## src/sqme_pkg.sv

```systemverilog
// ----------------------------------------------------------------------------
// Shift queue with mean events: shared package
// Codes, widths, reset values and the control type passed to the queue cells.
// ----------------------------------------------------------------------------
package sqme_pkg;

  localparam int SAMPLE_W   = 32;
  localparam int LIMIT_W    = 31;
  localparam int WINDOW_LEN = 5;
  localparam int WSUM_W     = 35;
  localparam int WLIM_W     = 34;

  localparam logic [1:0] OP_PUSH = 2'd0;
  localparam logic [1:0] OP_POP  = 2'd1;
  localparam logic [1:0] OP_PEEK = 2'd2;

  localparam logic [1:0] ST_EMPTY = 2'd0;
  localparam logic [1:0] ST_OK    = 2'd1;
  localparam logic [1:0] ST_FULL  = 2'd2;

  localparam logic [1:0] EV_NONE = 2'd0;
  localparam logic [1:0] EV_MISS = 2'd1;
  localparam logic [1:0] EV_MET  = 2'd2;

  localparam logic [1:0] REG_FULL_LIMIT = 2'd0;
  localparam logic [1:0] REG_WIN_LOW    = 2'd1;
  localparam logic [1:0] REG_WIN_HIGH   = 2'd2;

  localparam logic [LIMIT_W-1:0] FULL_LIMIT_RST = 31'd65536;
  localparam logic [LIMIT_W-1:0] WIN_LOW_RST    = 31'd327680;
  localparam logic [LIMIT_W-1:0] WIN_HIGH_RST   = 31'd655360;

  typedef struct packed {
    logic push;
    logic pop;
  } cell_ctl_t;

endpackage

```

## src/sqme_item_if.sv

```systemverilog
// ----------------------------------------------------------------------------
// Shift queue with mean events: item channel
// Valid/ready channel carrying one queue operation and its sample.
// ----------------------------------------------------------------------------
interface sqme_item_if;

  logic                                 valid;
  logic                                 ready;
  logic [1:0]                           operation;
  logic signed [sqme_pkg::SAMPLE_W-1:0] sample_in;

  modport source (output valid, output operation, output sample_in, input ready);
  modport sink (input valid, input operation, input sample_in, output ready);

endinterface

```

## src/sqme_result_if.sv

```systemverilog
// ----------------------------------------------------------------------------
// Shift queue with mean events: result channel
// Valid/ready channel carrying the read sample, status, count and event codes.
// ----------------------------------------------------------------------------
interface sqme_result_if;

  logic                                 valid;
  logic                                 ready;
  logic signed [sqme_pkg::SAMPLE_W-1:0] sample_out;
  logic [1:0]                           queue_state;
  logic [4:0]                           entry_count;
  logic [1:0]                           full_mean_event;
  logic [1:0]                           window_low_event;
  logic [1:0]                           window_high_event;

  modport source (
    output valid, output sample_out, output queue_state, output entry_count,
    output full_mean_event, output window_low_event, output window_high_event,
    input ready
  );
  modport sink (
    input valid, input sample_out, input queue_state, input entry_count,
    input full_mean_event, input window_low_event, input window_high_event,
    output ready
  );

endinterface

```

## src/sqme_cell.sv

```systemverilog
// ----------------------------------------------------------------------------
// Shift queue with mean events: queue cell
// One sample of the queue; loads on a push aimed at its slot and takes its
// right-hand neighbour's sample on a pop.
// ----------------------------------------------------------------------------
module sqme_cell #(
  parameter int COUNT_W = 5,
  parameter int INDEX   = 0
) (
  input  logic                                 clk,
  input  sqme_pkg::cell_ctl_t                  ctl,
  input  logic [COUNT_W-1:0]                   count,
  input  logic signed [sqme_pkg::SAMPLE_W-1:0] value,
  input  logic signed [sqme_pkg::SAMPLE_W-1:0] nbr,
  output logic signed [sqme_pkg::SAMPLE_W-1:0] data
);

  logic hit;

  assign hit = (count == COUNT_W'(INDEX));

  always_ff @(posedge clk) begin
    if (ctl.pop) begin
      data <= nbr;
    end else if (ctl.push && hit) begin
      data <= value;
    end
  end

endmodule

```

## src/shift_queue_with_mean_events_unit.sv

```systemverilog
// ----------------------------------------------------------------------------
// Shift queue with mean events
// Shift-left queue of signed Q15.16 samples with threshold events on the mean
// magnitude of the whole queue and of its newest five entries.
//
// Items arrive on sample_ch: operation push, pop or peek with a sample. Each
// item gives exactly one transfer on result_ch with the sample read, the queue
// status, the entry count and three event codes taken after the item.
// Limits are to be written on cfg_we/cfg_index/cfg_data while the block is
// idle; the block itself does not enforce this. The two window limits are
// kept pre-scaled by five and the full limit by the depth, so the events need
// only an absolute value and a compare. Each result passes through the event
// stage into the output register. One item per cycle is sustained while the
// receiver keeps up: the queue cells, the running total and the newest-five sum
// all update on the transfer, and the event stage reads them when its item moves.
// When the receiver stalls, the event stage and output register fill and
// sample_ch.ready drops until the result is taken. Reset empties the queue,
// clears the sums and loads the default limits; no clearing pass is needed.
// ----------------------------------------------------------------------------
module shift_queue_with_mean_events_unit #(
  parameter int DEPTH = 16
) (
  input  logic                              clk,
  input  logic                              rst,
  sqme_item_if.sink                         sample_ch,
  sqme_result_if.source                     result_ch,
  input  logic                              cfg_we,
  input  logic [1:0]                        cfg_index,
  input  logic [sqme_pkg::LIMIT_W-1:0]      cfg_data
);

  localparam int COUNT_W = $clog2(DEPTH + 1);
  localparam int TOTAL_W = sqme_pkg::SAMPLE_W + COUNT_W;
  localparam int FLIM_W  = sqme_pkg::LIMIT_W + COUNT_W;
  localparam int SW      = sqme_pkg::SAMPLE_W;

  logic signed [SW-1:0]                cells [DEPTH];
  logic signed [SW-1:0]                win [sqme_pkg::WINDOW_LEN];
  sqme_pkg::cell_ctl_t                 ctl;

  logic [COUNT_W-1:0]                  count, count_next;
  logic [1:0]                          status, status_next;
  logic signed [TOTAL_W-1:0]           total, total_next;
  logic signed [sqme_pkg::WSUM_W-1:0]  wsum, wsum_next;
  logic [FLIM_W-1:0]                   full_lim;
  logic [sqme_pkg::WLIM_W-1:0]         low_lim, high_lim;

  logic                                eval_valid;
  logic signed [SW-1:0]                eval_sample;
  logic signed [SW-1:0]                read_next;

  logic                                accept, move, is_empty, is_full, win_full;
  logic                                do_push, do_pop;
  logic [TOTAL_W-1:0]                  total_mag;
  logic [sqme_pkg::WSUM_W-1:0]         wsum_mag;

  assign accept   = sample_ch.valid && sample_ch.ready;
  assign is_empty = (count == '0);
  assign is_full  = (count == COUNT_W'(DEPTH));
  assign win_full = (count >= COUNT_W'(sqme_pkg::WINDOW_LEN));
  assign do_push  = accept && (sample_ch.operation == sqme_pkg::OP_PUSH) && !is_full;
  assign do_pop   = accept && (sample_ch.operation == sqme_pkg::OP_POP) && !is_empty;
  assign ctl.push = do_push;
  assign ctl.pop  = do_pop;

  genvar gi;
  generate
    for (gi = 0; gi < DEPTH; gi++) begin : g_cell
      sqme_cell #(
        .COUNT_W (COUNT_W),
        .INDEX   (gi)
      ) u_cell (
        .clk   (clk),
        .ctl   (ctl),
        .count (count),
        .value (sample_ch.sample_in),
        .nbr   (cells[(gi + 1 < DEPTH) ? gi + 1 : gi]),
        .data  (cells[gi])
      );
    end
  endgenerate

  always_ff @(posedge clk) begin
    if (do_push) begin
      win[0] <= sample_ch.sample_in;
      for (int i = 1; i < sqme_pkg::WINDOW_LEN; i++) begin
        win[i] <= win[i-1];
      end
    end
  end

  always_comb begin
    count_next  = count;
    status_next = status;
    read_next   = '0;
    total_next  = total;
    wsum_next   = wsum;
    if (accept) begin
      case (sample_ch.operation)
        sqme_pkg::OP_PUSH: begin
          if (is_full) begin
            status_next = sqme_pkg::ST_FULL;
          end else begin
            count_next  = count + 1'b1;
            status_next = (count_next == COUNT_W'(DEPTH)) ? sqme_pkg::ST_FULL
                                                          : sqme_pkg::ST_OK;
            total_next  = total + TOTAL_W'(sample_ch.sample_in);
            wsum_next   = wsum + sqme_pkg::WSUM_W'(sample_ch.sample_in);
            if (win_full) begin
              wsum_next = wsum_next - sqme_pkg::WSUM_W'(win[sqme_pkg::WINDOW_LEN-1]);
            end
          end
        end
        sqme_pkg::OP_POP: begin
          if (is_empty) begin
            status_next = sqme_pkg::ST_EMPTY;
          end else begin
            read_next   = cells[0];
            count_next  = count - 1'b1;
            status_next = (count_next == '0) ? sqme_pkg::ST_EMPTY : sqme_pkg::ST_OK;
            total_next  = total - TOTAL_W'(cells[0]);
            if (count <= COUNT_W'(sqme_pkg::WINDOW_LEN)) begin
              wsum_next = wsum - sqme_pkg::WSUM_W'(cells[0]);
            end
          end
        end
        sqme_pkg::OP_PEEK: begin
          if (is_empty) begin
            status_next = sqme_pkg::ST_EMPTY;
          end else begin
            read_next = cells[0];
          end
        end
        default: begin
        end
      endcase
    end
  end

  always_ff @(posedge clk) begin
    if (rst) begin
      count  <= '0;
      status <= sqme_pkg::ST_EMPTY;
      total  <= '0;
      wsum   <= '0;
    end else begin
      count  <= count_next;
      status <= status_next;
      total  <= total_next;
      wsum   <= wsum_next;
    end
  end

  always_ff @(posedge clk) begin
    if (rst) begin
      full_lim <= FLIM_W'(sqme_pkg::FULL_LIMIT_RST) * FLIM_W'(DEPTH);
      low_lim  <= sqme_pkg::WLIM_W'(sqme_pkg::WIN_LOW_RST) *
                  sqme_pkg::WLIM_W'(sqme_pkg::WINDOW_LEN);
      high_lim <= sqme_pkg::WLIM_W'(sqme_pkg::WIN_HIGH_RST) *
                  sqme_pkg::WLIM_W'(sqme_pkg::WINDOW_LEN);
    end else if (cfg_we) begin
      case (cfg_index)
        sqme_pkg::REG_FULL_LIMIT: full_lim <= FLIM_W'(cfg_data) * FLIM_W'(DEPTH);
        sqme_pkg::REG_WIN_LOW:    low_lim  <= sqme_pkg::WLIM_W'(cfg_data) *
                                              sqme_pkg::WLIM_W'(sqme_pkg::WINDOW_LEN);
        sqme_pkg::REG_WIN_HIGH:   high_lim <= sqme_pkg::WLIM_W'(cfg_data) *
                                              sqme_pkg::WLIM_W'(sqme_pkg::WINDOW_LEN);
        default: begin
        end
      endcase
    end
  end

  assign move            = eval_valid && (!result_ch.valid || result_ch.ready);
  assign sample_ch.ready = !eval_valid || move;

  always_ff @(posedge clk) begin
    if (rst) begin
      eval_valid <= 1'b0;
    end else if (accept) begin
      eval_valid <= 1'b1;
    end else if (move) begin
      eval_valid <= 1'b0;
    end
  end

  always_ff @(posedge clk) begin
    if (accept) begin
      eval_sample <= read_next;
    end
  end

  assign total_mag = total[TOTAL_W-1] ? TOTAL_W'(-total) : TOTAL_W'(total);
  assign wsum_mag  = wsum[sqme_pkg::WSUM_W-1] ? sqme_pkg::WSUM_W'(-wsum)
                                              : sqme_pkg::WSUM_W'(wsum);

  always_ff @(posedge clk) begin
    if (rst) begin
      result_ch.valid <= 1'b0;
    end else if (move) begin
      result_ch.valid <= 1'b1;
    end else if (result_ch.ready) begin
      result_ch.valid <= 1'b0;
    end
  end

  always_ff @(posedge clk) begin
    if (move) begin
      result_ch.sample_out  <= eval_sample;
      result_ch.queue_state <= status;
      result_ch.entry_count <= 5'(count);
      if (is_full) begin
        result_ch.full_mean_event <= (total_mag <= TOTAL_W'(full_lim)) ?
                                     sqme_pkg::EV_MET : sqme_pkg::EV_MISS;
      end else begin
        result_ch.full_mean_event <= sqme_pkg::EV_NONE;
      end
      if (win_full) begin
        result_ch.window_low_event  <= (wsum_mag > sqme_pkg::WSUM_W'(low_lim)) ?
                                       sqme_pkg::EV_MET : sqme_pkg::EV_MISS;
        result_ch.window_high_event <= (wsum_mag > sqme_pkg::WSUM_W'(high_lim)) ?
                                       sqme_pkg::EV_MET : sqme_pkg::EV_MISS;
      end else begin
        result_ch.window_low_event  <= sqme_pkg::EV_NONE;
        result_ch.window_high_event <= sqme_pkg::EV_NONE;
      end
    end
  end

endmodule
```

## src/flat_wrapper.sv

```systemverilog
// flat-port wrapper written by rule: the top's interface ports become plain ports
module shift_queue_with_mean_events_unit_flat 
#(
  parameter int DEPTH = 16
)
  (clk, rst, cfg_we, cfg_index, cfg_data, sample_ch_valid, sample_ch_operation, sample_ch_sample_in, sample_ch_ready, result_ch_valid, result_ch_sample_out, result_ch_queue_state, result_ch_entry_count, result_ch_full_mean_event, result_ch_window_low_event, result_ch_window_high_event, result_ch_ready);
  sqme_item_if sample_ch_i ();
  sqme_result_if result_ch_i ();
  input  logic clk;
  input  logic rst;
  input  logic cfg_we;
  input  logic [1:0] cfg_index;
  input  logic [sqme_pkg::LIMIT_W-1:0] cfg_data;
  input wire logic [$bits(sample_ch_i.valid)-1:0] sample_ch_valid;
  input wire logic [$bits(sample_ch_i.operation)-1:0] sample_ch_operation;
  input wire logic [$bits(sample_ch_i.sample_in)-1:0] sample_ch_sample_in;
  output wire logic [$bits(sample_ch_i.ready)-1:0] sample_ch_ready;
  output wire logic [$bits(result_ch_i.valid)-1:0] result_ch_valid;
  output wire logic [$bits(result_ch_i.sample_out)-1:0] result_ch_sample_out;
  output wire logic [$bits(result_ch_i.queue_state)-1:0] result_ch_queue_state;
  output wire logic [$bits(result_ch_i.entry_count)-1:0] result_ch_entry_count;
  output wire logic [$bits(result_ch_i.full_mean_event)-1:0] result_ch_full_mean_event;
  output wire logic [$bits(result_ch_i.window_low_event)-1:0] result_ch_window_low_event;
  output wire logic [$bits(result_ch_i.window_high_event)-1:0] result_ch_window_high_event;
  input wire logic [$bits(result_ch_i.ready)-1:0] result_ch_ready;
  assign sample_ch_i.valid = sample_ch_valid;
  assign sample_ch_i.operation = sample_ch_operation;
  assign sample_ch_i.sample_in = sample_ch_sample_in;
  assign sample_ch_ready = sample_ch_i.ready;
  assign result_ch_valid = result_ch_i.valid;
  assign result_ch_sample_out = result_ch_i.sample_out;
  assign result_ch_queue_state = result_ch_i.queue_state;
  assign result_ch_entry_count = result_ch_i.entry_count;
  assign result_ch_full_mean_event = result_ch_i.full_mean_event;
  assign result_ch_window_low_event = result_ch_i.window_low_event;
  assign result_ch_window_high_event = result_ch_i.window_high_event;
  assign result_ch_i.ready = result_ch_ready;
  shift_queue_with_mean_events_unit #(.DEPTH(DEPTH)) u_core (.clk(clk), .rst(rst), .sample_ch(sample_ch_i), .result_ch(result_ch_i), .cfg_we(cfg_we), .cfg_index(cfg_index), .cfg_data(cfg_data));
endmodule
```

## config.mk

```make
export PLATFORM = sky130hd
export DESIGN_NAME = shift_queue_with_mean_events_unit_flat
export DESIGN_NICKNAME = d
export VERILOG_FILES = /design/src/sqme_pkg.sv /design/src/sqme_item_if.sv /design/src/sqme_result_if.sv /design/src/sqme_cell.sv /design/src/shift_queue_with_mean_events_unit.sv /design/src/flat_wrapper.sv
export SDC_FILE = /design/constraint.sdc
export NUM_CORES = 2
export LEC_CHECK = 0
export ABC_AREA = 1
export BUFFER_PORTS_ARGS = -buffer_cell sky130_fd_sc_hd__buf_2
export CORE_MARGIN = 8
export CORE_UTILIZATION = 45
export CTS_CLUSTER_DIAMETER = 60
export CTS_CLUSTER_SIZE = 10
export DETAILED_ROUTE_END_ITERATION = 12
export GPL_ROUTABILITY_DRIVEN = 0
export SYNTH_ARGS = -nofsm -noshare
export SYNTH_HDL_FRONTEND = slang
export SYNTH_SLANG_ARGS = --single-unit
```

## constraint.sdc

```tcl
create_clock -name clk -period 17.52 [get_ports clk]
set_clock_uncertainty 0.05 [all_clocks]
set_input_delay 3.504 -clock clk [delete_from_list [all_inputs] [get_ports clk]]
set_output_delay 3.504 -clock clk [all_outputs]
set_load 0.02 [all_outputs]
```

==> results.json <==
{
  "pre_cts_slack_ps": 9005,
  "critPathLaunchType": "primary input",
  "dp_hpwl_um": 110200,
  "synth_compound_gate_area_share": 0.09420,
  "io_buffers": 118,
  "antenna_found_initial": 11,
  "finalHoldViolCount": 0,
  "cts_sinks": 929,
  "cp.arrival_ps": 8380,
  "grt_pass1_vias": 38270,
  "synth-edff-count": 749,
  "cts_hold_buf": 0,
  "syn_to_final_growth_pct": 10.95,
  "cp_max_fo": 166,
  "r2r_slack_ps": 12630,
  "ant_nets": 0,
  "synth_top_family_by_area": "simple AND/OR/NAND/NOR gates",
  "hold_start": "u_core.win[0][2]$_DFFE_PP_",
  "track_usage": 0.2372,
  "power_mw": 5.914,
  "setup_slack_ps": 9629,
  "grt_pass1_wl_um": 230000,
  "combPwrFrac": 0.205,
  "synth_cells": 5952,
  "h-tree-depth": 3,
  "clk_latency_ps": 720,
  "root_buffer": "clkbuf_16",
  "fin_util": 0.5026,
  "async_flop_share": 0,
  "p_int_mw": 4.123,
  "tns_ps": 0,
  "worstPathCellList": "buf_2, inv_1, ha_2, buf_4, inv_2, buf_4, nor2_1, nand2_4, inv_8, buf_4, buf_4, nand2_1, nand2_1",
  "worst_ir_drop_vdd_v": 0.00008535,
  "synth_fa_ha_area_frac": 0.07782,
  "synthMuxAreaShare": 0,
  "synth-seq-cells": 929,
  "grt_max_degree": 167,
  "cp_slowest_cell": "buf_4",
  "worstPathRequired_ps": 18010,
  "cts_setup_buffers": 0,
  "r2r-start": "u_core.count[0]$_SDFFE_PP0P_",
  "whs_endpoint": "u_core.win[0][34]$_DFFE_PP_",
  "die_area_sq_um": 124300,
  "post-route-period-util": 0.4504,
  "cpPeakStageDelay_ps": 1020,
  "synthXorXnorAreaFrac": 0.02629,
  "r2r-end": "u_core.g_cell[7].u_cell.data[1]$_DFFE_PP_",
  "fmax_mhz": 126.7,
  "seq_power_share": 0.432,
  "clockBufferDepth": 3,
  "clockPowerShare": 0.363,
  "num_rows": 123,
  "viasPerCell": 5.369,
  "core_area_sq_um": 112500,
  "clkSlewWorstSetupHoldPaths_ps": 50,
  "drive_gt1_frac": 0.05881,
  "die_y_um": 352.5,
  "ys_seq_area_frac": 0.5120,
  "powerDensity_nw_per_um2": 104.6,
  "fill_cells": 10680,
  "pin_count": 119,
  "synth_simple_gate_area_frac": 0.2252,
  "syn-num-nets": 6338,
  "syn_avg_cell_area_sq_um": 8.563,
  "synth_ff_type": "edfxtp_1",
  "syn-cell-area_sq_um": 50970,
  "yosys_warnings": 0,
  "avgRoutedWirePerCell_um": 20.05,
  "gr-total-overflow": 0,
  "drt_wl_total_um": 152500,
  "switching_share": 0.3028,
  "status": "complete, no violations",
  "numCtsBuffers": 110,
  "die_w_um": 352.5,
  "drv_slew": 0,
  "first_iter_violations": 3968,
  "nets": 6430,
  "cts_resized": 0,
  "cts_tree": "done",
  "reg2reg_depth": 13,
  "crit_family": "buffers and inverters",
  "leakage_nw": 24.28,
  "min_period_ps": 7891,
  "setup_viol": 0,
  "whs_path_depth": 0,
  "rsz0062_at_grt": "false",
  "whs_ps": 351.3,
  "p_sw_mw": 1.791,
  "worst_pin_slew_ps": 1188,
  "initial_utilization": 0.4530,
  "maxCapViolCount": 0,
  "ys_types": 52,
  "hold_class": "reg -> reg",
  "drc": 0,
  "critical_path_class": "in -> reg",
  "vias": 40830,
  "crit_buf_inv": 8,
  "crit_path_frequent_cell": "buf_4",
  "maxSlewHeadroom": 0.2079,
  "cp-end-kind": "flip-flop",
  "drt-pass1-iter-count": 7
}
==> per-layer routing <==
layer / global-route usage / vias up / routed length (um)
li1: - / 19980 / -
met1: 0.3304 / 19100 / 67740
met2: 0.3720 / 1480 / 67070
met3: 0.03579 / 279 / 11600
met4: 0.09214 / 0 / 6083
met5: 0 / - / 0
==> cell usage in the layout (no fill, tap or decap), drive strengths merged, types with 9 or more instances in the layout <==
cell type	n
a21o	19
a21oi	415
a31oi	16
and2	9
buf	156
clkbuf	153
clkinv	13
dfxtp	180
edfxtp	749
ha	309
inv	681
nand2	1896
nand3	272
nand3b	16
nand4	71
nor2	449
nor3	58
nor4	17
o211ai	41
o21a	9
o21ai	326
o21bai	29
or2	16
xnor2	43
xor2	110
==> synth_stat cells (4+ instances only) <==
library cell,count,share of area
nand2_1,1893,0.14
edfxtp_1,749,0.44
inv_1,670,0.049
nor2_1,439,0.032
a21oi_1,415,0.041
o21ai_0,318,0.031
ha_1,309,0.076
nand3_1,270,0.027
dfxtp_1,180,0.071
clkbuf_1,122,0.0090
xor2_1,110,0.019
nand4_1,71,0.0087
nor3_1,51,0.0050
xnor2_1,43,0.0074
o211ai_1,41,0.0060
buf_2,38,0.0037
o21bai_1,29,0.0043
a21o_1,19,0.0028
nor4_1,17,0.0021
a31oi_1,16,0.0020
nand3b_1,16,0.0024
or2_2,14,0.0017
buf_1,10,0.00074
and2_1,9,0.0011
o21a_1,9,0.0013
a211oi_1,8,0.0012
a21boi_0,8,0.0012
o21ai_1,8,0.00079
o31ai_1,8,0.0012
nor3_2,6,0.0012
and3_1,5,0.00061
buf_4,5,0.00074
fa_1,5,0.0020
inv_2,5,0.00037
nor2_2,4,0.00049
nor2_4,4,0.00088
==> how the worst max path moves through the flow <==
stage / from / endpoint / slack (ps) / cells after the start
finish: sample_ch_operation[1] / u_core.g_cell[7].u_cell.data[1]$_DFFE_PP_ / 9630 / 13
global route: sample_ch_operation[1] / u_core.g_cell[7].u_cell.data[1]$_DFFE_PP_ / 9220 / 13
CTS: sample_ch_operation[1] / u_core.g_cell[5].u_cell.data[24]$_DFFE_PP_ / 9750 / 13
detailed placement: sample_ch_operation[1] / u_core.g_cell[5].u_cell.data[24]$_DFFE_PP_ / 9000 / 13
global placement: sample_ch_operation[1] / u_core.g_cell[14].u_cell.data[20]$_DFFE_PP_ / 9030 / 13
floorplan: result_ch_ready / u_core.g_cell[12].u_cell.data[0]$_DFFE_PP_ / 2370 / 6
==> power by group through the flow <==
stage | sequential [mW] | combinational (mW) | clock [mW]
final | 2.55 | 1.21 | 2.14
after global routing | 2.56 | 1.36 | 2.28
after CTS | 2.55 | 1.20 | 2.19
after detailed placement | 2.60 | 1.20 | 0
after global placement | 2.60 | 1.18 | 0
after floorplan | 2.58 | 0.832 | 0
==> through the flow <==
stage / cell area, sq um / instances
CTS: 56540 / 7604
global placement: 53210 / 7432
global route: 56540 / 7604
detailed placement: 53210 / 7432
floorplan: 50970 / 5952
finish: 56550 / 7606
==> logic make-up (layout without fill, tap and decap cells) <==
logic type	Yosys count	count (layout)
flops	929	929
xor+xnor	153	153
compound gates	888	888
fa+ha+maj	314	314
simple gates	2813	2813
buf+inv	855	1007
other cells	0	2
==> flip-flops by register name, indices dropped and copies added (netlist names) <==
| name | cells |
|---|---|
| u_core.count | 5 |
| u_core.eval_sample | 32 |
| u_core.eval_valid | 1 |
| u_core.full_lim | 31 |
| u_core.g_cell.u_cell.data | 512 |
| u_core.high_lim | 34 |
| u_core.low_lim | 34 |
| u_core.result_ch.entry_count | 5 |
| u_core.result_ch.full_mean_event | 2 |
| u_core.result_ch.queue_state | 2 |
| u_core.result_ch.sample_out | 32 |
| u_core.result_ch.valid | 1 |
| u_core.result_ch.window_high_event | 2 |
| u_core.result_ch.window_low_event | 2 |
| u_core.status | 2 |
| u_core.total | 37 |
| u_core.win | 160 |
| u_core.wsum | 35 |
==> layout make-up <==
type | instances | area, sq um | share of cell area
Sequential cell | 929 | 26100 | 0.4615
Multi-Input combinational cell | 4168 | 21800 | 0.3856
Clock buffer | 153 | 3019 | 0.05339
Inverter | 679 | 2561 | 0.04529
Tap cell | 1500 | 1877 | 0.03319
Timing Repair Buffer | 156 | 875.8 | 0.01549
Clock inverter | 19 | 309.0 | 0.005465
Antenna cell | 2 | 5.005 | 0.00008851
(Power assumes the default switching activity.)
